===== src/design/tob_pkg.sv =====
// shared types, constants and helpers for the track overcurrent breaker
// no dependencies; imported by tob_ctrl, tob_dp and the top level
package tob_pkg;

	localparam int ADC_BITS = 10;
	localparam int LEVEL_W  = ADC_BITS + 8;
	localparam int AGE_W    = 16;
	localparam int CFG_W    = 16;
	localparam int ALPHA_W  = 9;
	localparam int MA_W     = 16;
	localparam int IDX_W    = 3;
	localparam int ACT_W    = 3;

	localparam logic [AGE_W-1:0]   AGE_MAX    = '1;
	localparam logic [ALPHA_W-1:0] ALPHA_FULL = ALPHA_W'(256);
	localparam logic [MA_W-1:0]    MA_MAX     = '1;

	localparam logic [CFG_W-1:0]   RST_TRIP_THR   = CFG_W'(2000);
	localparam logic [CFG_W-1:0]   RST_PROG_THR   = CFG_W'(250);
	localparam logic [CFG_W-1:0]   RST_PROG_WIN   = CFG_W'(100);
	localparam logic [CFG_W-1:0]   RST_MA_PER_CNT = CFG_W'(1024);
	localparam logic [ALPHA_W-1:0] RST_ALPHA      = ALPHA_W'(128);
	localparam logic [CFG_W-1:0]   RST_SAMPLE_INT = CFG_W'(1);
	localparam logic [CFG_W-1:0]   RST_RETRY      = CFG_W'(10000);

	typedef enum logic [ACT_W-1:0] {
		ACT_TICK      = 3'd0,
		ACT_POWER     = 3'd1,
		ACT_PROG_MODE = 3'd2,
		ACT_DIRECTION = 3'd3,
		ACT_CUTOUT    = 3'd4
	} action_t;

	typedef enum logic [IDX_W-1:0] {
		REG_TRIP_THR   = 3'd0,
		REG_PROG_THR   = 3'd1,
		REG_PROG_WIN   = 3'd2,
		REG_MA_PER_CNT = 3'd3,
		REG_ALPHA      = 3'd4,
		REG_SAMPLE_INT = 3'd5,
		REG_RETRY      = 3'd6
	} cfg_idx_t;

	typedef enum logic [2:0] {
		ST_IDLE,
		ST_EXEC,
		ST_MUL,
		ST_ACC,
		ST_SCALE,
		ST_FINISH
	} state_t;

	// commands from controller to datapath
	typedef struct packed {
		logic capture;
		logic exec;
		logic mul;
		logic acc;
		logic scale;
		logic finish;
	} cmd_t;

	// status from datapath to controller
	typedef struct packed {
		logic eval_now;
		logic out_full;
	} sts_t;

	function automatic logic [AGE_W-1:0] age_up(input logic [AGE_W-1:0] a);
		age_up = (a == AGE_MAX) ? AGE_MAX : a + AGE_W'(1);
	endfunction

endpackage


===== src/design/tob_ctrl.sv =====
// controller state machine for the track overcurrent breaker
// depends on tob_pkg; drives tob_dp through cmd_t and reads sts_t
module tob_ctrl import tob_pkg::*; (
	input  logic clk,
	input  logic arst_n,
	input  logic in_valid,
	output logic in_ready,
	input  logic out_ready,
	input  sts_t sts,
	output cmd_t cmd
);

	state_t state_q, state_n;

	always_ff @(posedge clk or negedge arst_n) begin
		if (!arst_n) begin
			state_q <= ST_IDLE;
		end else begin
			state_q <= state_n;
		end
	end

	// next state
	always_comb begin
		state_n = state_q;
		unique case (state_q)
			ST_IDLE:   if (in_valid) state_n = ST_EXEC;
			ST_EXEC:   state_n = sts.eval_now ? ST_MUL : ST_SCALE;
			ST_MUL:    state_n = ST_ACC;
			ST_ACC:    state_n = ST_SCALE;
			ST_SCALE:  state_n = ST_FINISH;
			ST_FINISH: if (!sts.out_full || out_ready) state_n = ST_IDLE;
			default:   state_n = ST_IDLE;
		endcase
	end

	// outputs
	always_comb begin
		cmd      = '0;
		in_ready = 1'b0;
		unique case (state_q)
			ST_IDLE: begin
				in_ready    = 1'b1;
				cmd.capture = in_valid;
			end
			ST_EXEC:   cmd.exec   = 1'b1;
			ST_MUL:    cmd.mul    = 1'b1;
			ST_ACC:    cmd.acc    = 1'b1;
			ST_SCALE:  cmd.scale  = 1'b1;
			ST_FINISH: cmd.finish = !sts.out_full || out_ready;
			default: begin
				cmd = '0;
			end
		endcase
	end

endmodule


===== src/design/tob_dp.sv =====
// datapath: configuration registers, track state, smoothing, scaling and trip logic
// depends on tob_pkg; sequenced by tob_ctrl
module tob_dp import tob_pkg::*; (
	input  logic                clk,
	input  logic                arst_n,
	input  cmd_t                cmd,
	output sts_t                sts,
	input  logic                cfg_we,
	input  logic [IDX_W-1:0]    cfg_index,
	input  logic [CFG_W-1:0]    cfg_data,
	input  logic [ACT_W-1:0]    action,
	input  logic [ADC_BITS-1:0] adc_sample,
	input  logic                flag,
	input  logic                announce,
	input  logic                out_ready,
	output logic                out_valid,
	output logic                enable_out,
	output logic                drive_a_out,
	output logic                drive_b_out,
	output logic                limit_out,
	output logic                cutout_n_out,
	output logic                power_event,
	output logic                trip_flag,
	output logic [MA_W-1:0]     current_ma,
	output logic                limiting_out
);

	localparam int RAWA_W = ADC_BITS + ALPHA_W;
	localparam int LVP_W  = LEVEL_W + ALPHA_W;
	localparam int SUM_W  = LEVEL_W + 1;
	localparam int PROD_W = LEVEL_W + CFG_W;

	// configuration
	logic [CFG_W-1:0]   trip_thr_q, prog_thr_q, prog_win_q, ma_per_cnt_q;
	logic [CFG_W-1:0]   sample_int_q, retry_q;
	logic [ALPHA_W-1:0] alpha_q;

	// captured item
	action_t             action_q;
	logic [ADC_BITS-1:0] adc_q;
	logic                flag_q, announce_q;

	// track state
	logic [LEVEL_W-1:0] level_q;
	logic [AGE_W-1:0]   sample_age_q, trip_age_q, ppa_q;
	logic power_on_q, tripped_q, prog_mode_q, cutout_q, drive_a_q, drive_b_q;
	logic eval_q, event_q;

	// arithmetic
	logic [RAWA_W-1:0] rawa_q;
	logic [LVP_W-1:0]  lvp_q;
	logic [MA_W-1:0]   ma_q;

	logic [ALPHA_W-1:0] a_eff;
	logic [ALPHA_W-1:0] a_inv;
	logic [AGE_W-1:0]   sample_age_up;
	logic [SUM_W-1:0]   level_sum;
	logic [PROD_W-1:0]  scale_prod;
	logic [LEVEL_W-1:0] scale_hi;
	logic               lim_now, lim_after, trip_go, retry_go, pwr_change;
	logic [CFG_W-1:0]   thr;
	logic               power_n;
	logic [AGE_W-1:0]   ppa_n;

	always_ff @(posedge clk or negedge arst_n) begin
		if (!arst_n) begin
			trip_thr_q   <= RST_TRIP_THR;
			prog_thr_q   <= RST_PROG_THR;
			prog_win_q   <= RST_PROG_WIN;
			ma_per_cnt_q <= RST_MA_PER_CNT;
			alpha_q      <= RST_ALPHA;
			sample_int_q <= RST_SAMPLE_INT;
			retry_q      <= RST_RETRY;
		end else if (cfg_we) begin
			unique case (cfg_idx_t'(cfg_index))
				REG_TRIP_THR:   trip_thr_q   <= cfg_data;
				REG_PROG_THR:   prog_thr_q   <= cfg_data;
				REG_PROG_WIN:   prog_win_q   <= cfg_data;
				REG_MA_PER_CNT: ma_per_cnt_q <= cfg_data;
				REG_ALPHA:      alpha_q      <= cfg_data[ALPHA_W-1:0];
				REG_SAMPLE_INT: sample_int_q <= cfg_data;
				REG_RETRY:      retry_q      <= cfg_data;
				default: begin
				end
			endcase
		end
	end

	always_ff @(posedge clk) begin
		if (cmd.capture) begin
			action_q   <= action_t'(action);
			adc_q      <= adc_sample;
			flag_q     <= flag;
			announce_q <= announce;
		end
	end

	// alpha above full weight acts as full weight
	assign a_eff         = (alpha_q > ALPHA_FULL) ? ALPHA_FULL : alpha_q;
	assign a_inv         = ALPHA_FULL - a_eff;
	assign sample_age_up = age_up(sample_age_q);

	assign sts.eval_now = (action_q == ACT_TICK) && (sample_age_up > sample_int_q);

	// level = raw*alpha + round((level*(256-alpha)) / 256)
	assign level_sum = SUM_W'(rawa_q) + SUM_W'((lvp_q + LVP_W'(128)) >> 8);

	assign scale_prod = PROD_W'(level_q) * PROD_W'(ma_per_cnt_q);
	assign scale_hi   = scale_prod[PROD_W-1:CFG_W];

	always_ff @(posedge clk) begin
		if (cmd.mul) begin
			rawa_q <= RAWA_W'(adc_q) * RAWA_W'(a_eff);
			lvp_q  <= LVP_W'(level_q) * LVP_W'(a_inv);
		end
		if (cmd.scale) begin
			ma_q <= (scale_hi > LEVEL_W'(MA_MAX)) ? MA_MAX : scale_hi[MA_W-1:0];
		end
	end

	// trip decision
	assign lim_now    = prog_mode_q && ((prog_win_q == '0) || (ppa_q < prog_win_q));
	assign thr        = lim_now ? prog_thr_q : trip_thr_q;
	assign trip_go    = eval_q && (ma_q > thr) && power_on_q;
	assign retry_go   = eval_q && !trip_go && (ma_q < thr) && tripped_q
		&& (trip_age_q > retry_q);
	assign pwr_change = trip_go || retry_go;
	assign power_n    = trip_go ? 1'b0 : (retry_go ? 1'b1 : power_on_q);
	assign ppa_n      = (pwr_change && prog_mode_q) ? '0 : ppa_q;
	assign lim_after  = prog_mode_q && ((prog_win_q == '0) || (ppa_n < prog_win_q));

	always_ff @(posedge clk or negedge arst_n) begin
		if (!arst_n) begin
			level_q      <= '0;
			sample_age_q <= '0;
			trip_age_q   <= '0;
			ppa_q        <= '0;
			power_on_q   <= 1'b0;
			tripped_q    <= 1'b0;
			prog_mode_q  <= 1'b1;
			cutout_q     <= 1'b0;
			drive_a_q    <= 1'b0;
			drive_b_q    <= 1'b0;
			eval_q       <= 1'b0;
			event_q      <= 1'b0;
		end else begin
			if (cmd.exec) begin
				eval_q  <= 1'b0;
				event_q <= 1'b0;
				unique case (action_q)
					ACT_TICK: begin
						trip_age_q <= age_up(trip_age_q);
						ppa_q      <= age_up(ppa_q);
						if (sts.eval_now) begin
							sample_age_q <= '0;
							eval_q       <= 1'b1;
						end else begin
							sample_age_q <= sample_age_up;
						end
					end
					ACT_POWER: begin
						power_on_q <= flag_q;
						if (prog_mode_q) ppa_q <= '0;
						event_q <= announce_q;
					end
					ACT_PROG_MODE: prog_mode_q <= flag_q;
					ACT_DIRECTION: begin
						if (!cutout_q) begin
							drive_a_q <= flag_q;
							drive_b_q <= !flag_q;
						end
					end
					ACT_CUTOUT: begin
						cutout_q <= flag_q;
						if (flag_q) begin
							drive_a_q <= 1'b0;
							drive_b_q <= 1'b0;
						end
					end
					default: begin
					end
				endcase
			end
			if (cmd.acc) begin
				level_q <= level_sum[LEVEL_W-1:0];
			end
			if (cmd.finish) begin
				power_on_q <= power_n;
				ppa_q      <= ppa_n;
				if (trip_go) begin
					tripped_q  <= 1'b1;
					trip_age_q <= '0;
				end else if (retry_go) begin
					tripped_q <= 1'b0;
				end
			end
		end
	end

	// output register
	always_ff @(posedge clk or negedge arst_n) begin
		if (!arst_n) begin
			out_valid <= 1'b0;
		end else if (cmd.finish) begin
			out_valid <= 1'b1;
		end else if (out_ready) begin
			out_valid <= 1'b0;
		end
	end

	always_ff @(posedge clk) begin
		if (cmd.finish) begin
			enable_out   <= power_n;
			drive_a_out  <= drive_a_q;
			drive_b_out  <= drive_b_q;
			limit_out    <= prog_mode_q;
			cutout_n_out <= !cutout_q;
			power_event  <= event_q || pwr_change;
			trip_flag    <= trip_go ? 1'b1 : (retry_go ? 1'b0 : tripped_q);
			current_ma   <= ma_q;
			limiting_out <= lim_after;
		end
	end

	assign sts.out_full = out_valid;

endmodule


===== src/design/track_overcurrent_breaker_core.sv =====
// top level of the track overcurrent breaker
// depends on tob_pkg, tob_ctrl and tob_dp
//
// usage:
//   input channel (in_valid/in_ready) carries one action per transaction:
//   tick with converter sample, power command, programming mode, direction
//   or cutout. every transaction yields exactly one result transaction on
//   the output channel (out_valid/out_ready) with the drive levels, trip
//   status, smoothed current in milliamps and the limiting indication.
//   configuration: cfg_we writes cfg_data into register cfg_index at the
//   clock edge, no wait; write only while the block is idle.
//   sequence: a tick that runs an evaluation goes from accept to out_valid
//   through age update, two smoothing multiplies, accumulate, current
//   scaling and trip decision; every other item skips the smoothing steps.
//   one item in flight at a time: the next is accepted only once the
//   shared controller sequence has returned to idle.
//   reset: arst_n clears state, loads register defaults, programming mode on.
//   a stalled receiver holds the result in the output register; the next
//   transaction is still accepted and worked up to the decision step, where
//   it waits until the held result is taken.
module track_overcurrent_breaker_core import tob_pkg::*; (
	input  logic                clk,
	input  logic                arst_n,
	// configuration write port
	input  logic                cfg_we,
	input  logic [IDX_W-1:0]    cfg_index,
	input  logic [CFG_W-1:0]    cfg_data,
	// input channel
	input  logic                in_valid,
	output logic                in_ready,
	input  logic [ACT_W-1:0]    action,
	input  logic [ADC_BITS-1:0] adc_sample,
	input  logic                flag,
	input  logic                announce,
	// output channel
	output logic                out_valid,
	input  logic                out_ready,
	output logic                enable_out,
	output logic                drive_a_out,
	output logic                drive_b_out,
	output logic                limit_out,
	output logic                cutout_n_out,
	output logic                power_event,
	output logic                trip_flag,
	output logic [MA_W-1:0]     current_ma,
	output logic                limiting_out
);

	cmd_t cmd;
	sts_t sts;

	// sequencer
	tob_ctrl u_ctrl (
		.clk       (clk),
		.arst_n    (arst_n),
		.in_valid  (in_valid),
		.in_ready  (in_ready),
		.out_ready (out_ready),
		.sts       (sts),
		.cmd       (cmd)
	);

	// state, arithmetic and output register
	tob_dp u_dp (
		.clk          (clk),
		.arst_n       (arst_n),
		.cmd          (cmd),
		.sts          (sts),
		.cfg_we       (cfg_we),
		.cfg_index    (cfg_index),
		.cfg_data     (cfg_data),
		.action       (action),
		.adc_sample   (adc_sample),
		.flag         (flag),
		.announce     (announce),
		.out_ready    (out_ready),
		.out_valid    (out_valid),
		.enable_out   (enable_out),
		.drive_a_out  (drive_a_out),
		.drive_b_out  (drive_b_out),
		.limit_out    (limit_out),
		.cutout_n_out (cutout_n_out),
		.power_event  (power_event),
		.trip_flag    (trip_flag),
		.current_ma   (current_ma),
		.limiting_out (limiting_out)
	);

	// one item at a time: accepting a transaction closes the input
	a_one_in_flight: assert property (@(posedge clk) disable iff (!arst_n)
		(in_valid && in_ready) |=> !in_ready)
		else $error("input accepted while an item is in progress");

	// cutout forces both bridge signals low
	a_cutout_drive: assert property (@(posedge clk) disable iff (!arst_n)
		(out_valid && !cutout_n_out) |-> (!drive_a_out && !drive_b_out))
		else $error("bridge driven during cutout");

	// limiting only in programming mode
	a_limit_prog: assert property (@(posedge clk) disable iff (!arst_n)
		(out_valid && limiting_out) |-> limit_out)
		else $error("limiting reported outside programming mode");

	// a finished result never overwrites one still waiting
	a_no_overwrite: assert property (@(posedge clk) disable iff (!arst_n)
		(cmd.finish && out_valid) |-> out_ready)
		else $error("held result overwritten");

endmodule

===== config.mk =====
export PLATFORM = sky130hd
export DESIGN_NAME = track_overcurrent_breaker_core
export DESIGN_NICKNAME = d
export VERILOG_FILES = /design/src/design/tob_pkg.sv /design/src/design/tob_ctrl.sv /design/src/design/tob_dp.sv /design/src/design/track_overcurrent_breaker_core.sv
export SDC_FILE = /design/constraint.sdc
export NUM_CORES = 2
export LEC_CHECK = 0
export BUFFER_PORTS_ARGS = -buffer_cell sky130_fd_sc_hd__buf_2
export CAP_MARGIN = 15
export CORE_MARGIN = 2
export CORE_UTILIZATION = 55
export CTS_CLUSTER_SIZE = 28
export DETAILED_ROUTE_END_ITERATION = 10
export PLACE_DENSITY = 0.71
export SLEW_MARGIN = 5
export SYNTH_ARGS = -nofsm -noshare
export SYNTH_HDL_FRONTEND = slang
export SYNTH_SLANG_ARGS = --single-unit

===== constraint.sdc =====
create_clock -name clk -period 13.1 [get_ports clk]
set_input_delay 0.655 -clock clk [delete_from_list [all_inputs] [get_ports clk]]
set_output_delay 0.655 -clock clk [all_outputs]
set_load 0.1 [all_outputs]

# Word level (Yosys, flattened, before mapping)
# Cells that the tools add are included.
dict set report totals {
  regBits 282
  input_bits 39
  output_inout_bits 26
  word_cells 162
}
dict set report op_classes {
  add_sub_neg 6
  n_mul 3
  magnitude_cmp 8
  eq_ne 23
  n_mux 43
  reduce_logical 42
}
# op count
set op_table {}
lappend op_table {{16-bit two-way mux} 13}
lappend op_table {{16-bit by 1-bit adder with 16-bit output, second input constant} 3}
lappend op_table {{16-bit == test, second input constant} 3}
lappend op_table {{16-bit > comparator} 3}
lappend op_table {{16-bit less-than comparator} 3}
lappend op_table {{18-bit by 16-bit multiplier with 34-bit output} 1}
lappend op_table {{16-bit one-hot mux with 2 select lines} 1}
lappend op_table {{26-bit by 8-bit adder with 26-bit output, second input constant} 1}
lappend op_table {{18-bit by 9-bit multiplier with 26-bit output} 1}
lappend op_table {{2-bit AND reduction} 12}
lappend op_table {{1-bit two-way mux} 22}
lappend op_table {{18-bit adder} 1}
lappend op_table {{3-bit by 2-bit == test with 1-bit output, second input constant} 6}
lappend op_table {{3-bit == test, second input constant} 6}
lappend op_table {{18-bit by 16-bit > comparator with 1-bit output, second input constant} 1}
lappend op_table {{10-bit by 9-bit multiplier with 18-bit output} 1}
lappend op_table {{3-bit one-hot mux with 6 select lines} 1}
lappend op_table {{16-bit zero test} 1}
lappend op_table {{1-bit logical AND} 10}
lappend op_table {{3-bit by 1-bit == test with 1-bit output, second input constant} 3}
lappend op_table {{9-bit > comparator, second input constant} 1}
lappend op_table {{3-bit zero test} 3}
lappend op_table {{3-bit two-way mux} 3}
lappend op_table {{9-bit two-way mux} 1}
lappend op_table {{other kinds (11)} 24}

# Depth between registers and ports, before layout
dict set report depth {
  ltp_word 18
  depth_mapped 28
  depth_no_buf 26
}

# Modules after synthesis
# A second synthesis with hierarchy kept.
dict set report hier_totals {
  cells_unflattened 3270
  hier_area_um2 30897.1
}
# mod n_inst cells_per_inst area_per_inst_um2 seq_area_each_um2
set modules_own_cells {}
lappend modules_own_cells {tob_dp 1 3243 30653.1 7297.0}
lappend modules_own_cells {tob_ctrl 1 27 244.0 75.1}

# Least setup slack after synthesis
# Ideal clock, no wire load.
dict set report synth_path {
  path_kind {flip-flop to flip-flop}
  from {reg u_dp.ma_per_cnt_q[1]}
  to {reg u_dp.ma_q[12], data pin}
  setup_time_ps 258
  t_arrival_ps 6074
  required_time_ps 12842
  setup_slack_ps 6768
  path_stages_with_launch 26
  n_path_buf 3
  synth_period_minus_slack_ps 6332
  path_cell_list {dfrtp_1 -> clkbuf_1 -> clkbuf_1 -> nand2_1 -> fa_1 -> inv_1 -> fa_1 -> inv_1 -> fa_1 -> inv_1 -> fa_1 -> inv_1 -> fa_1 -> inv_1 -> fa_1 -> ha_1 -> a21oi_1 -> o21ai_0 -> a21o_1 -> a31oi_1 -> a21o_1 -> a21oi_1 -> or3_1 -> a32oi_2 -> buf_2 -> nand2_1}
}
dict set report synth_between {
  elab_chain_cells 2
}
# element line_no
set synth_rtl {}
lappend synth_rtl {{start: declaration} tob_dp.sv:34} ;# logic [CFG_W-1:0] trip_thr_q, prog_thr_q, prog_win_q, ma_per_cnt_q;
lappend synth_rtl {{start signal: assignment} tob_dp.sv:79} ;# REG_MA_PER_CNT: ma_per_cnt_q <= cfg_data;
lappend synth_rtl {{18-bit by 16-bit multiplier with 34-bit output *} tob_dp.sv:108} ;# assign scale_prod = PROD_W'(level_q) * PROD_W'(ma_per_cnt_q);
lappend synth_rtl {{18-bit by 16-bit > comparator with 1-bit output} tob_dp.sv:117} ;# ma_q <= (scale_hi > LEVEL_W'(MA_MAX)) ? MA_MAX : scale_hi[MA_W-1:0];
lappend synth_rtl {{end signal: assignment} tob_dp.sv:117}
lappend synth_rtl {{end: declaration} tob_dp.sv:52} ;# logic [MA_W-1:0] ma_q;
# Mark *: on every way between the ends. The rest lies on a longest branch, timed or not.
# A chain may end at the register's enable or synchronous reset.

# Worst setup path after layout
dict set report layout_path {
  from {reg u_dp.alpha_q[8]}
  to {reg u_dp.lvp_q[20], data pin}
}
dict set report layout_between {
  elab_chain_cells 4
}
# element line_no
set layout_rtl {}
lappend layout_rtl {{start: declaration} tob_dp.sv:36} ;# logic [ALPHA_W-1:0] alpha_q;
lappend layout_rtl {{start signal: assignment} tob_dp.sv:80} ;# REG_ALPHA: alpha_q <= cfg_data[ALPHA_W-1:0];
lappend layout_rtl {{9-bit > comparator} tob_dp.sv:99} ;# assign a_eff = (alpha_q > ALPHA_FULL) ? ALPHA_FULL : alpha_q;
lappend layout_rtl {{9-bit two-way mux *} tob_dp.sv:99}
lappend layout_rtl {{9-bit subtractor *} tob_dp.sv:100} ;# assign a_inv = ALPHA_FULL - a_eff;
lappend layout_rtl {{18-bit by 9-bit multiplier with 26-bit output *} tob_dp.sv:114} ;# lvp_q <= LVP_W'(level_q) * LVP_W'(a_inv);
lappend layout_rtl {{end signal: assignment} tob_dp.sv:114}
lappend layout_rtl {{end: declaration} tob_dp.sv:51} ;# logic [LVP_W-1:0] lvp_q;
# Marked as above.

==> impl_results.md <==
- Outcome: complete, no violations
- Hold crit path type: in2async
- Iter 0 DRT Violations: roughly 1,500
- Final HPWL DP: roughly 55,000 µm
- Placed Cells: around 3,800
- Clock power frac: 0.223
- Sw frac: 0.421
- Main flop type after synthesis: dfrtp_1
- Synth async-reset ratio: 0.665
- Die Span X: between 200 and 250 µm
- # hold bufs at CTS: 0
- Post-synthesis average cell area: 9.64 µm²
- WL/cell: between 15 and 20 µm
- RSZ-0062 raised after global routing: no
- I/O Buffers: 64
- Clk Latency, worst-skew pair: approximately 0.57 ns
- Worst Max-Slew Pin Slew: between 1 and 1.5 ns
- Final nets: about 3,800
- Post_cts resized: 0
- # IOs: 65
- CP Capture Type: flip-flop
- Final non-filler cell total: around 3,900
- Root Driver: clkbuf_16
- Seq pwr share: 0.341
- Adder-cell area share of the yosys netlist: 0.374
- Max IR drop VDD: about 0.27 mV
- Combinational family with the most area after synthesis: adder cells
- Synth Area in Simple Gates: 0.160
- Setup repair bufs after CTS: 0
- Placer Congestion: slightly above 0.9
- Synth-to-layout area growth: 6.60%
- Multiplexer share of the synthesized area: 0.0422
- DRC: 0
- Max_slew headroom: 0.230
- Clk buf depth: 3
- WP data arrival: between 7 and 8 ns
- WL final: around 74,000 µm
- Leak Pwr: between 15 and 20 nW
- FP Rows: 85
- CTS H-Tree Depth: 1
- Sink Count: roughly 280
- Final slew viol count: 0
- Crit Path Max Fanout: 21
- Router iterations before antenna repair: 6
- Die H: roughly 240 µm
- Fraction of layout cells with a size suffix above 1: 0.0903
- Setup TNS Final: 0 ns
- Vias in the first global route: approximately 24,000
- Antenna violations before repair: 2
- Seq cells post-synth: between 200 and 300
- Antenna Nets Post-Route: 0
- Compound-Gate Fraction of Synth Area: 0.0707
- CTS tree: done
- Yosys warning count: 0
- CTS Buf Count: 30
- Clock transition at path regs: 0.06 ns
- Initial Utilization: 0.558
- Cell internal pwr: ~2.3 mW
- First-pass GRT wire length: 123,000 µm
- Post-synth EDFFs: 92
- CP startpoint kind: flip-flop
- Worst Path Required: around 13 ns
- Max frequency: ~130 MHz
- Post-Syn Area: roughly 30,000 µm²
- Post-Synth XOR/XNOR Area: 0.0316
- GR Overflow Total: 0
- GRT Util Overall: 0.271
- Mapped Cells: ~3,100
- Syn Nets: 3,844
- Fin crit share: 0.574
- Sequential area share after synthesis: 0.244
- Max Cap Viol: 0
- Core ar.: 54,100 µm²
- Power Dens Cells: 123 nW/µm²
- Number of fill cells: approximately 4,500
- Unique masters post-synth: 70
- Via-to-Cell Ratio: between 5 and 6
- Die area: approximately 57,000 µm²
- Final min period: roughly 7.5 ns
- Critical path type: reg2reg
- Final number of setup-violating endpoints: 0
- Routed vias: about 22,000
- Logic pwr share: 0.436
- Largest net degree at the start of global routing: between 60 and 70
- Skew final: 0.0197 ns
- Final hold viol count: 0
- P_sw: 1.67 mW
[stage by stage]
stage                     area, µm²  worst slack (ns)  utilization  hold WS [ns]  power, mW
after floorplan               30200              6.77            -         0.359       2.53
after global placement        31200              5.84        0.576         0.432       3.00
after detailed placement      31200              5.68        0.576         0.440       3.07
after CTS                     32200              5.65        0.595        0.0588       3.97
after global routing          32200              5.21        0.595        0.0807       4.24
final                         32200              5.59        0.595        0.0424       3.96
[state kept, by name, summed over array words and instances (netlist names), 3 cells and up]
register	count
u_dp.current_ma	16
u_dp.prog_win_q	16
u_ctrl.state_q	3
u_dp.sample_int_q	16
u_dp.ppa_q	16
u_dp.sample_age_q	16
u_dp.ma_q	16
u_dp.alpha_q	9
u_dp.retry_q	16
u_dp.rawa_q	18
u_dp.lvp_q	19
u_dp.level_q	18
u_dp.trip_thr_q	16
u_dp.adc_q	10
u_dp.ma_per_cnt_q	16
u_dp.action_q	3
u_dp.trip_age_q	16
u_dp.prog_thr_q	16
[logic make-up (layout without fill, tap and decap cells)]
logic type | count (synthesis) | after routing
compound gates | 340 | 340
xor+xnor | 109 | 109
flops | 275 | 275
buf+inv | 622 | 643
other cells | 0 | 1
fa+ha+maj | 670 | 670
simple gates | 1004 | 1004
mux | 115 | 115
[synthesized netlist by cell type, types with 3 or more instances]
library cell | instances | area, µm²
a22o_1 | 14 | 123
o41ai_1 | 4 | 35.0
nor2b_1 | 22 | 138
and2_1 | 219 | 1370
edfxtp_1 | 92 | 2760
dfstp_2 | 24 | 631
o211ai_1 | 11 | 82.6
o21ai_0 | 109 | 546
fa_1 | 389 | 7790
nand4b_1 | 4 | 35.0
xnor2_1 | 64 | 561
nand3b_1 | 6 | 45.0
o22ai_1 | 3 | 18.8
o21a_1 | 19 | 143
and3_1 | 33 | 206
a211oi_1 | 8 | 60.1
nand2b_1 | 15 | 93.8
a21boi_0 | 4 | 30.0
nor2_1 | 66 | 248
a31oi_1 | 12 | 75.1
nor4_1 | 6 | 37.5
nand3_1 | 42 | 210
mux2i_1 | 16 | 160
o2111ai_1 | 3 | 26.3
xor2_1 | 45 | 394
nor3b_1 | 6 | 45.0
a21oi_1 | 83 | 415
or2_2 | 6 | 37.5
or3_1 | 3 | 18.8
nand4_1 | 27 | 169
clkbuf_1 | 115 | 432
and4_1 | 3 | 26.3
nor3_1 | 33 | 165
ha_1 | 281 | 3520
o31ai_1 | 6 | 45.0
a21o_1 | 33 | 248
mux2_2 | 99 | 1110
o21bai_1 | 7 | 52.6
buf_1 | 10 | 37.5
dfrtp_1 | 159 | 3980
a211o_1 | 5 | 43.8
nand2_1 | 502 | 1880
inv_1 | 493 | 1850
[placed cells by master, fill, tap and decap left out, types with 63 or more instances in the layout]
master and instances:
nand2_1 502, a21oi_1 83, buf_2 63, xnor2_1 64, o21ai_0 109, and2_1 218
inv_1 493, ha_1 281, mux2_2 99, nor2_1 66, fa_1 389, edfxtp_1 92
dfrtp_1 159
[critical path: stages (launching register included)]
cell and delay (ns):
dfrtp_1 0.64, nor2b_1 0.80, inv_1 0.16, ha_1 0.28
nand3b_1 0.16, a21o_1 0.64, nand2_1 0.15, fa_1 0.55
fa_1 0.44, fa_1 0.49, inv_1 0.05, fa_1 0.44
ha_1 0.23, or2_2 0.31, and3b_1 0.25, o21ai_0 0.19
a21oi_1 0.34, a21boi_0 0.26, o41ai_1 0.55, o21ba_2 0.22
xnor2_1 0.09
[final timing paths]
kind / start / to / slack [ns] / depth (start not counted)
max: u_dp.alpha_q[8]$_DFFE_PN0P_ / u_dp.lvp_q[20]$_DFFE_PP_ / 5.59 / 20
min: arst_n / u_dp.ppa_q[11]$_DFFE_PN0P_ / 0.04 / 1
max reg2reg: u_dp.alpha_q[8]$_DFFE_PN0P_ / u_dp.lvp_q[20]$_DFFE_PP_ / 5.59 / 20
min reg2reg: u_dp.drive_b_q$_DFFE_PN0P_ / u_dp.drive_b_out$_DFFE_PP_ / 0.46 / 0
max in group asynchronous: arst_n / u_dp.trip_age_q[13]$_DFF_PN0_ / 11.03 / 3
min in group clk: flag / u_dp.flag_q$_DFFE_PP_ / 0.27 / 1
[routing by layer]
layer | part of all wire | GRT usage
met3 | 0.072 | 0.0452
met1 | 0.42 | 0.365
met5 | 0 | 0
met2 | 0.48 | 0.457
met4 | 0.028 | 0.0741
[cell type report]
cell class | count | area [µm²] | share of cell area
Timing Repair Buffer | 94 | 572 | 0.0177
Inverter | 493 | 1850 | 0.0574
Multi-Input combinational cell | 2238 | 20500 | 0.637
Antenna cell | 1 | 2.50 | 0.0000777
Tap cell | 696 | 871 | 0.0270
Sequential cell | 275 | 7370 | 0.229
Clock inverter | 12 | 141 | 0.00439
Clock buffer | 44 | 887 | 0.0275
[power by group through the flow]
stage | Sequential, mW | Clock [mW] | Combinational [mW]
2_1_floorplan | 1.38 | 0 | 1.16
3_3_place_gp | 1.35 | 0 | 1.65
3_5_place_dp | 1.36 | 0 | 1.71
4_1_cts | 1.34 | 0.897 | 1.73
5_1_grt | 1.37 | 0.933 | 1.94
6_report | 1.35 | 0.884 | 1.72
(Power assumes the default switching activity.)
